`config.mk`:
```
export PLATFORM = sky130hd
export DESIGN_NAME = fifo_with_key_search
export DESIGN_NICKNAME = d
export VERILOG_FILES = /design/src/hdl/fwks_pkg.sv /design/src/hdl/fwks_store.sv /design/src/hdl/fwks_scan.sv /design/src/hdl/fifo_with_key_search.sv
export SDC_FILE = /design/constraint.sdc
export NUM_CORES = 2
export LEC_CHECK = 0
export BUFFER_PORTS_ARGS = -buffer_cell sky130_fd_sc_hd__clkbuf_2
export CAP_MARGIN = 20
export CORE_ASPECT_RATIO = 2
export CORE_MARGIN = 8
export CORE_UTILIZATION = 25
export DETAILED_ROUTE_END_ITERATION = 10
export PLACE_DENSITY_LB_ADDON = 0.08
export SLEW_MARGIN = 20
export SYNTH_ARGS = -nofsm -noshare
export SYNTH_HDL_FRONTEND = slang
export SYNTH_SLANG_ARGS = --single-unit
```
`constraint.sdc`:
```
create_clock -name aclk -period 8.5 [get_ports aclk]
set_input_delay 0.85 -clock aclk [delete_from_list [all_inputs] [get_ports aclk]]
set_output_delay 0.85 -clock aclk [all_outputs]
set_load 0.02 [all_outputs]
```
`src/hdl/fwks_pkg.sv`:
```
`timescale 1ns / 1ps
// ----------------------------------------------------------------------------
// fwks_pkg
// Operation and status codes and shared types for the searchable queue.
// ----------------------------------------------------------------------------
package fwks_pkg;

    localparam logic [2:0] OP_PUSH   = 3'd0;
    localparam logic [2:0] OP_POP    = 3'd1;
    localparam logic [2:0] OP_REWIND = 3'd2;
    localparam logic [2:0] OP_READ   = 3'd3;
    localparam logic [2:0] OP_FIND   = 3'd4;
    localparam logic [2:0] OP_CLEAR  = 3'd5;

    localparam logic [1:0] ST_DONE  = 2'd0;
    localparam logic [1:0] ST_FULL  = 2'd1;
    localparam logic [1:0] ST_EMPTY = 2'd2;

    localparam int KEY_W = 32;
    localparam int PAY_W = 64;
    localparam int LKEY_W = 31;

    typedef struct packed {
        logic clr;
        logic vld;
    } scan_ctl_t;

endpackage

```
`src/hdl/fwks_store.sv`:
```
`timescale 1ns / 1ps
// ----------------------------------------------------------------------------
// fwks_store
// Key and payload slot memories, one write port, registered read ports.
// ----------------------------------------------------------------------------
module fwks_store #(
    parameter int DEPTH = 16,
    parameter int SW    = 4
) (
    input  logic                            aclk,
    input  logic                            wr_en,
    input  logic [SW-1:0]                   wr_slot,
    input  logic [fwks_pkg::KEY_W-1:0]      wr_key,
    input  logic [fwks_pkg::PAY_W-1:0]      wr_payload,
    input  logic [SW-1:0]                   krd_slot,
    input  logic [SW-1:0]                   prd_slot,
    output logic [fwks_pkg::KEY_W-1:0]      krd_data,
    output logic [fwks_pkg::PAY_W-1:0]      prd_data
);

    logic [fwks_pkg::KEY_W-1:0] key_mem [DEPTH];
    logic [fwks_pkg::PAY_W-1:0] pay_mem [DEPTH];

    always_ff @(posedge aclk) begin
        if (wr_en) begin
            key_mem[wr_slot] <= wr_key;
            pay_mem[wr_slot] <= wr_payload;
        end
    end

    always_ff @(posedge aclk) begin
        krd_data <= key_mem[krd_slot];
        prd_data <= pay_mem[prd_slot];
    end

endmodule

```
`src/hdl/fwks_scan.sv`:
```
`timescale 1ns / 1ps
// ----------------------------------------------------------------------------
// fwks_scan
// Shared compare unit: running largest key and key match over the walk.
// ----------------------------------------------------------------------------
module fwks_scan (
    input  logic                             aclk,
    input  fwks_pkg::scan_ctl_t              ctl,
    input  logic signed [fwks_pkg::KEY_W-1:0] key,
    input  logic [fwks_pkg::KEY_W-1:0]       find_key,
    output logic [fwks_pkg::LKEY_W-1:0]      largest,
    output logic                             found
);

    logic [fwks_pkg::LKEY_W-1:0] best_reg;
    logic                        found_reg;
    logic                        greater;

    assign greater = key > $signed({1'b0, best_reg});

    always_ff @(posedge aclk) begin
        if (ctl.clr) begin
            best_reg  <= '0;
            found_reg <= 1'b0;
        end else if (ctl.vld) begin
            if (greater) begin
                best_reg <= key[fwks_pkg::LKEY_W-1:0];
            end
            if (key == find_key) begin
                found_reg <= 1'b1;
            end
        end
    end

    assign largest = best_reg;
    assign found   = found_reg;

endmodule

```
`src/hdl/fifo_with_key_search.sv`:
```
`timescale 1ns / 1ps
// ----------------------------------------------------------------------------
// fifo_with_key_search
// Ring queue of (key, payload) entries with read cursor, key search and a
// running largest key, computed by walking the held entries each item.
//
// channel  dir  handshake          fields
// s_       in   s_valid/s_ready    s_operation, s_key, s_payload
// m_       out  m_valid/m_ready    m_status, m_out_key, m_out_payload,
//                                  m_found, m_entries, m_largest_key
//
// Each item steps through the access, walk, drain and finish states; the walk
// covers the entries held after the operation, and the next item is taken
// only once the result has been registered. The walk reads one slot per cycle
// through the key memory read port.
// s_ready is high only in the idle state; the finished result sits in the
// output register while the next item is taken.
// aresetn empties the queue and resets the cursor; slot memories are not
// cleared. A stalled m_ side holds the finished item before the next one.
// ----------------------------------------------------------------------------
module fifo_with_key_search #(
    parameter int DEPTH = 16
) (
    input  logic                                  aclk,
    input  logic                                  aresetn,
    input  logic                                  s_valid,
    output logic                                  s_ready,
    input  logic [2:0]                            s_operation,
    input  logic signed [fwks_pkg::KEY_W-1:0]     s_key,
    input  logic [fwks_pkg::PAY_W-1:0]            s_payload,
    output logic                                  m_valid,
    input  logic                                  m_ready,
    output logic [1:0]                            m_status,
    output logic signed [fwks_pkg::KEY_W-1:0]     m_out_key,
    output logic [fwks_pkg::PAY_W-1:0]            m_out_payload,
    output logic                                  m_found,
    output logic [$clog2(DEPTH+1)-1:0]            m_entries,
    output logic [fwks_pkg::LKEY_W-1:0]           m_largest_key
);

    localparam int SW = (DEPTH > 1) ? $clog2(DEPTH) : 1;
    localparam int CW = $clog2(DEPTH + 1);
    localparam int SUMW = SW + 1;

    typedef enum logic [4:0] {
        S_IDLE   = 5'b00001,
        S_ACCESS = 5'b00010,
        S_WALK   = 5'b00100,
        S_DRAIN  = 5'b01000,
        S_FINISH = 5'b10000
    } state_t;

    state_t state_reg, state_next;

    logic [SW-1:0] head_reg, head_next;
    logic [SW-1:0] tail_reg, tail_next;
    logic [CW-1:0] held_reg, held_next;
    logic [CW-1:0] coff_reg, coff_next;
    logic          cend_reg, cend_next;
    logic [CW-1:0] idx_reg, idx_next;
    logic [SW-1:0] wslot_reg, wslot_next;
    logic          walk_v_reg, walk_v_next;
    logic          access_d_reg, access_d_next;
    logic          take_reg, take_next;
    logic [1:0]    status_reg, status_next;
    logic          m_valid_reg, m_valid_next;

    logic [2:0]                  op_reg;
    logic [fwks_pkg::KEY_W-1:0]  key_reg;
    logic [fwks_pkg::PAY_W-1:0]  pay_reg;
    logic [fwks_pkg::KEY_W-1:0]  rkey_reg;
    logic [fwks_pkg::PAY_W-1:0]  rpay_reg;

    logic [1:0]                  m_status_reg;
    logic [fwks_pkg::KEY_W-1:0]  m_key_reg;
    logic [fwks_pkg::PAY_W-1:0]  m_pay_reg;
    logic                        m_found_reg;
    logic [CW-1:0]               m_entries_reg;
    logic [fwks_pkg::LKEY_W-1:0] m_largest_reg;

    logic                        wr_en;
    logic [SUMW-1:0]             csum;
    logic [SW-1:0]               cslot;
    logic [SW-1:0]               rd_slot;
    logic [SW-1:0]               krd_slot;
    logic [fwks_pkg::KEY_W-1:0]  krd_data;
    logic [fwks_pkg::PAY_W-1:0]  prd_data;
    fwks_pkg::scan_ctl_t         scan_ctl;
    logic [fwks_pkg::LKEY_W-1:0] scan_largest;
    logic                        scan_found;
    logic                        out_free;

    function automatic logic [SW-1:0] slot_inc(input logic [SW-1:0] s);
        logic [SW-1:0] r;
        r = (s == SW'(DEPTH - 1)) ? '0 : s + 1'b1;
        return r;
    endfunction

    assign csum  = {1'b0, head_reg} + SUMW'(coff_reg);
    assign cslot = (csum >= SUMW'(DEPTH)) ? SW'(csum - SUMW'(DEPTH)) : csum[SW-1:0];
    assign rd_slot  = (op_reg == fwks_pkg::OP_POP) ? head_reg : cslot;
    assign krd_slot = (state_reg == S_ACCESS) ? rd_slot : wslot_reg;
    assign out_free = !m_valid_reg || m_ready;
    assign s_ready  = (state_reg == S_IDLE);

    always_comb begin
        state_next    = state_reg;
        head_next     = head_reg;
        tail_next     = tail_reg;
        held_next     = held_reg;
        coff_next     = coff_reg;
        cend_next     = cend_reg;
        idx_next      = idx_reg;
        wslot_next    = wslot_reg;
        walk_v_next   = 1'b0;
        access_d_next = 1'b0;
        take_next     = take_reg;
        status_next   = status_reg;
        m_valid_next  = m_valid_reg && !m_ready;
        wr_en         = 1'b0;
        scan_ctl      = '0;
        case (state_reg)
            S_IDLE: begin
                if (s_valid) begin
                    state_next = S_ACCESS;
                end
            end
            S_ACCESS: begin
                scan_ctl.clr  = 1'b1;
                access_d_next = 1'b1;
                take_next     = 1'b0;
                status_next   = fwks_pkg::ST_DONE;
                case (op_reg)
                    fwks_pkg::OP_PUSH: begin
                        if (held_reg == CW'(DEPTH)) begin
                            status_next = fwks_pkg::ST_FULL;
                        end else begin
                            wr_en     = 1'b1;
                            tail_next = slot_inc(tail_reg);
                            held_next = held_reg + 1'b1;
                        end
                    end
                    fwks_pkg::OP_POP: begin
                        if (held_reg == '0) begin
                            status_next = fwks_pkg::ST_EMPTY;
                        end else begin
                            take_next = 1'b1;
                            head_next = slot_inc(head_reg);
                            held_next = held_reg - 1'b1;
                            if (coff_reg != '0) begin
                                coff_next = coff_reg - 1'b1;
                            end
                        end
                    end
                    fwks_pkg::OP_REWIND: begin
                        coff_next = '0;
                        cend_next = (held_reg == '0);
                    end
                    fwks_pkg::OP_READ: begin
                        if (cend_reg || coff_reg >= held_reg) begin
                            status_next = fwks_pkg::ST_EMPTY;
                        end else begin
                            take_next = 1'b1;
                            coff_next = coff_reg + 1'b1;
                            if (coff_reg + 1'b1 == held_reg) begin
                                cend_next = 1'b1;
                            end
                        end
                    end
                    fwks_pkg::OP_CLEAR: begin
                        head_next = '0;
                        tail_next = '0;
                        held_next = '0;
                        coff_next = '0;
                        cend_next = 1'b0;
                    end
                    default: begin
                    end
                endcase
                idx_next   = '0;
                wslot_next = head_next;
                state_next = S_WALK;
            end
            S_WALK: begin
                if (idx_reg == held_reg) begin
                    state_next = S_DRAIN;
                end else begin
                    walk_v_next = 1'b1;
                    idx_next    = idx_reg + 1'b1;
                    wslot_next  = slot_inc(wslot_reg);
                end
            end
            S_DRAIN: begin
                state_next = S_FINISH;
            end
            S_FINISH: begin
                if (out_free) begin
                    m_valid_next = 1'b1;
                    state_next   = S_IDLE;
                end
            end
            default: begin
                state_next = S_IDLE;
            end
        endcase
        scan_ctl.vld = walk_v_reg;
    end

    always_ff @(posedge aclk) begin
        if (!aresetn) begin
            state_reg    <= S_IDLE;
            head_reg     <= '0;
            tail_reg     <= '0;
            held_reg     <= '0;
            coff_reg     <= '0;
            cend_reg     <= 1'b0;
            idx_reg      <= '0;
            wslot_reg    <= '0;
            walk_v_reg   <= 1'b0;
            access_d_reg <= 1'b0;
            take_reg     <= 1'b0;
            status_reg   <= fwks_pkg::ST_DONE;
            m_valid_reg  <= 1'b0;
        end else begin
            state_reg    <= state_next;
            head_reg     <= head_next;
            tail_reg     <= tail_next;
            held_reg     <= held_next;
            coff_reg     <= coff_next;
            cend_reg     <= cend_next;
            idx_reg      <= idx_next;
            wslot_reg    <= wslot_next;
            walk_v_reg   <= walk_v_next;
            access_d_reg <= access_d_next;
            take_reg     <= take_next;
            status_reg   <= status_next;
            m_valid_reg  <= m_valid_next;
        end
    end

    always_ff @(posedge aclk) begin
        if (s_valid && s_ready) begin
            op_reg  <= s_operation;
            key_reg <= s_key;
            pay_reg <= s_payload;
        end
        if (access_d_reg) begin
            rkey_reg <= take_reg ? krd_data : '0;
            rpay_reg <= take_reg ? prd_data : '0;
        end
        if (state_reg == S_FINISH && out_free) begin
            m_status_reg  <= status_reg;
            m_key_reg     <= rkey_reg;
            m_pay_reg     <= rpay_reg;
            m_found_reg   <= (op_reg == fwks_pkg::OP_FIND) && scan_found;
            m_entries_reg <= held_reg;
            m_largest_reg <= scan_largest;
        end
    end

    fwks_store #(
        .DEPTH(DEPTH),
        .SW   (SW)
    ) u_store (
        .aclk      (aclk),
        .wr_en     (wr_en),
        .wr_slot   (tail_reg),
        .wr_key    (key_reg),
        .wr_payload(pay_reg),
        .krd_slot  (krd_slot),
        .prd_slot  (rd_slot),
        .krd_data  (krd_data),
        .prd_data  (prd_data)
    );

    fwks_scan u_scan (
        .aclk    (aclk),
        .ctl     (scan_ctl),
        .key     (krd_data),
        .find_key(key_reg),
        .largest (scan_largest),
        .found   (scan_found)
    );

    assign m_valid       = m_valid_reg;
    assign m_status      = m_status_reg;
    assign m_out_key     = m_key_reg;
    assign m_out_payload = m_pay_reg;
    assign m_found       = m_found_reg;
    assign m_entries     = m_entries_reg;
    assign m_largest_key = m_largest_reg;

endmodule

```
==> qor.csv <==
stage,metric,value,unit
status,status,"complete, no violations",
floorplanning,die_area,328000,µm²
cts,cts_resized,0,
yosys,synth-seq-area-share,77.0,%
finish,largest_register_ffs,1024,
finish,multi_input_area,16500,µm²
yosys,syn_nets,5311,
route,ant_nets,0,
sta,clock_skew,0.0602,ns
sta,finalMaxSlewViolations,0,
cts,clk_latency,0.88,ns
cts,cts.sinks,2033,
finish,layout_commonest_cell,edfxtp_1,
finish,largest_registers,"u_store.pay_mem: 1024 flops, u_store.key_mem: 512 flops",
floorplanning,die_y,801,µm
yosys,synthesis.instances,5154,
sta,min_period_over_period,53.8,%
sta,hold_viol,0,
grt,grt_pass1_vias,45696,
sta,relSlewSlack,30.2,%
power_and_ir_drop,design_power_total,21.5,mW
floorplanning,initial_utilization,25.1,%
job,cap_viol_max_count,0,
floorplanning,rows,288,
finish,layout.nets,5552,
critical_path,start_kind,flip-flop,
grt,grt_max_degree,159,
yosys,syn_area,77100,µm²
yosys,synth_edf_count,1866,
critical_path,worstPathMaxFanout,73,
sta,setup_violations,0,
place,place_hpwl,143000,µm
finish,layout_common_cells,"edfxtp_1 (1866), nand2_1 (1197), nand3_1 (308)",
route,vias_per_cell,4.56,
finish,drive_gt1_share,14.0,%
finish,syn2layout_area_growth,17.0,%
route,post-route-drc-count,0,
critical_path,crit_family,buffers and inverters,
critical_path,cp-end-kind,flip-flop,
cts,cts_setup_buffers,0,
sta,worst_slew_pin_slew,1.05,ns
power_and_ir_drop,p_leak,29.9,nW
yosys,synthArstFlopShare,0,%
route,firstDrtPassIters,5,
power_and_ir_drop,ir_drop,0.161,mV
cts,cts-root-buf,clkbuf_16,
yosys,yosysWarnings,0,
critical_path,cpMostUsedCell,buf_4,
sta,grt_setup_unrepaired,false,
yosys,synth_ff_type,edfxtp_1,
yosys,synth.distinct_cells,67,
finish,regMostFlops,u_store.pay_mem,
floorplanning,coreArea,307000,µm²
sta,period_needed,4.57,ns
yosys,ys_ff_latch,2033,
finish,regArea,59400,µm²
floorplanning,io_pins,240,
cts,cts_max_path_buffers,4,
sta,fin_hold_ws,0.153,ns
route,drt_iter0_markers,2577,
critical_path,arrival,5.27,ns
sta,fmax,219,MHz
finish,nFillCells,30680,
route,routedWlPerCell,26.6,µm
cts,cts_buffers,206,
finish,post-route-util,29.3,%
yosys,avgSynthCellArea,15.0,µm²
cts,cts_tree,yes,
grt,antenna_found_initial,18,
cts,cts.clk_slew.worst_paths,0.07,ns
critical_path,worstPathRequired,9.20,ns
worst_hold_path,hold_path.class,input port to flip-flop,
critical_path,path_cells,ha_1 -> inv_1 -> fa_1 -> mux2_8 -> o21ai_4 -> buf_4 -> nor2_2 -> buf_4 -> a32o_1 -> nor4_1 -> a31oi_1,
critical_path,crit_buf_inv,3,
place,port_buffers,239,
power_and_ir_drop,p_per_area,238,nW/µm²
route,vias,43930,
route,drt-total-wl,256000,µm
critical_path,max_stage_delay,0.64,ns
critical_path,slowest_stage,buf_4,
cts,cts_max_level,4,
place,place_congestion,0.728,
floorplanning,fp.dieW,409,µm
grt,grt.total_usage,15.0,%
grt,grt-ovfl-total,0,
grt,grt_pass1_wl,360000,µm
critical_path,critical_path_class,flip-flop to flip-flop,
cts,ctsHoldBuffers,0,
sta,fin_tns_setup,0,ns
power by group:
group	internal, mW	leakage, nW	switching, mW
registers	11.1	18.3	0.264
clock network	5.33	3.30	4.05
logic	0.232	8.32	0.514
total	16.6	29.9	4.83
logic make-up after synthesis:
group / synth area share, %
multiplexers: 2.93
flip-flops: 77.0
buffers and inverters: 1.96
AND/OR/NAND/NOR: 10.8
AO/OA/AOI/OAI: 5.82
XOR/XNOR: 0.613
adder cells (fa/ha/maj): 0.896
worst reg2reg max path: cells and delay by family (launching register included):
kind,cells,cell delay (ns)
buffers and inverters,3,0.97
AOI/OAI and AO/OA,3,0.97
adders and majority gates,2,0.77
and+or+nand+nor,2,0.67
DFF,1,0.57
muxes,1,0.51
through the flow:
stage | instance area (µm²) | instances | setup slack (ns)
after global routing | 90200 | 9621 | 3.57
after global placement | 83400 | 9245 | 3.80
after detailed placement | 83400 | 9246 | 3.90
final | 90200 | 9624 | 3.93
after CTS | 90200 | 9618 | 3.89
after floorplan | 77100 | 5154 | 0.919
final timing paths:
kind                               startpoint                  end  slack [ns]  cells past startpoint
worst min register to register   rkey_reg[12]        m_out_key[12]        0.40                      0
worst max register to register    head_reg[0]  u_store.krd_data[2]        3.93                     11
worst min-delay path            s_payload[10]          pay_reg[10]        0.15                      1
worst max-delay path              head_reg[0]  u_store.krd_data[2]        3.93                     11
cells in the mapped netlist, types with 54 or more instances:
master / number / area share, %
nand2_1: 1197 / 5.8
a311oi_1: 195 / 2.2
clkbuf_1: 236 / 1.1
o21ai_0: 57 / 0.37
nand3_1: 308 / 2.0
edfxtp_1: 1866 / 73
and2_1: 117 / 0.95
and3_1: 132 / 1.1
dfxtp_1: 167 / 4.3
a21oi_1: 137 / 0.89
mux4_2: 70 / 2.0
a31oi_1: 93 / 0.75
nor2_1: 54 / 0.26
per-layer routing:
metal | track usage [%] | part of all wire [%] | vias to the layer above
li1 | - | - | 19885
met2 | 28.3 | 53 | 915
met3 | 1.94 | 3.3 | 368
met5 | 0 | 0.0051 | -
met1 | 17.5 | 40 | 22760
met4 | 5.09 | 3.5 | 2
cell type report:
class                   instances  area share, %
clock buffers                 277           6.26
well taps                    4060           5.63
repair buffers                349           2.51
flip-flops and latches       2033           65.8
clock inverters                95           1.21
inverters                      48          0.200
diodes                          5         0.0139
multi-input cells            2757           18.3
No activity file was read; power rests on OpenSTA's default activity.
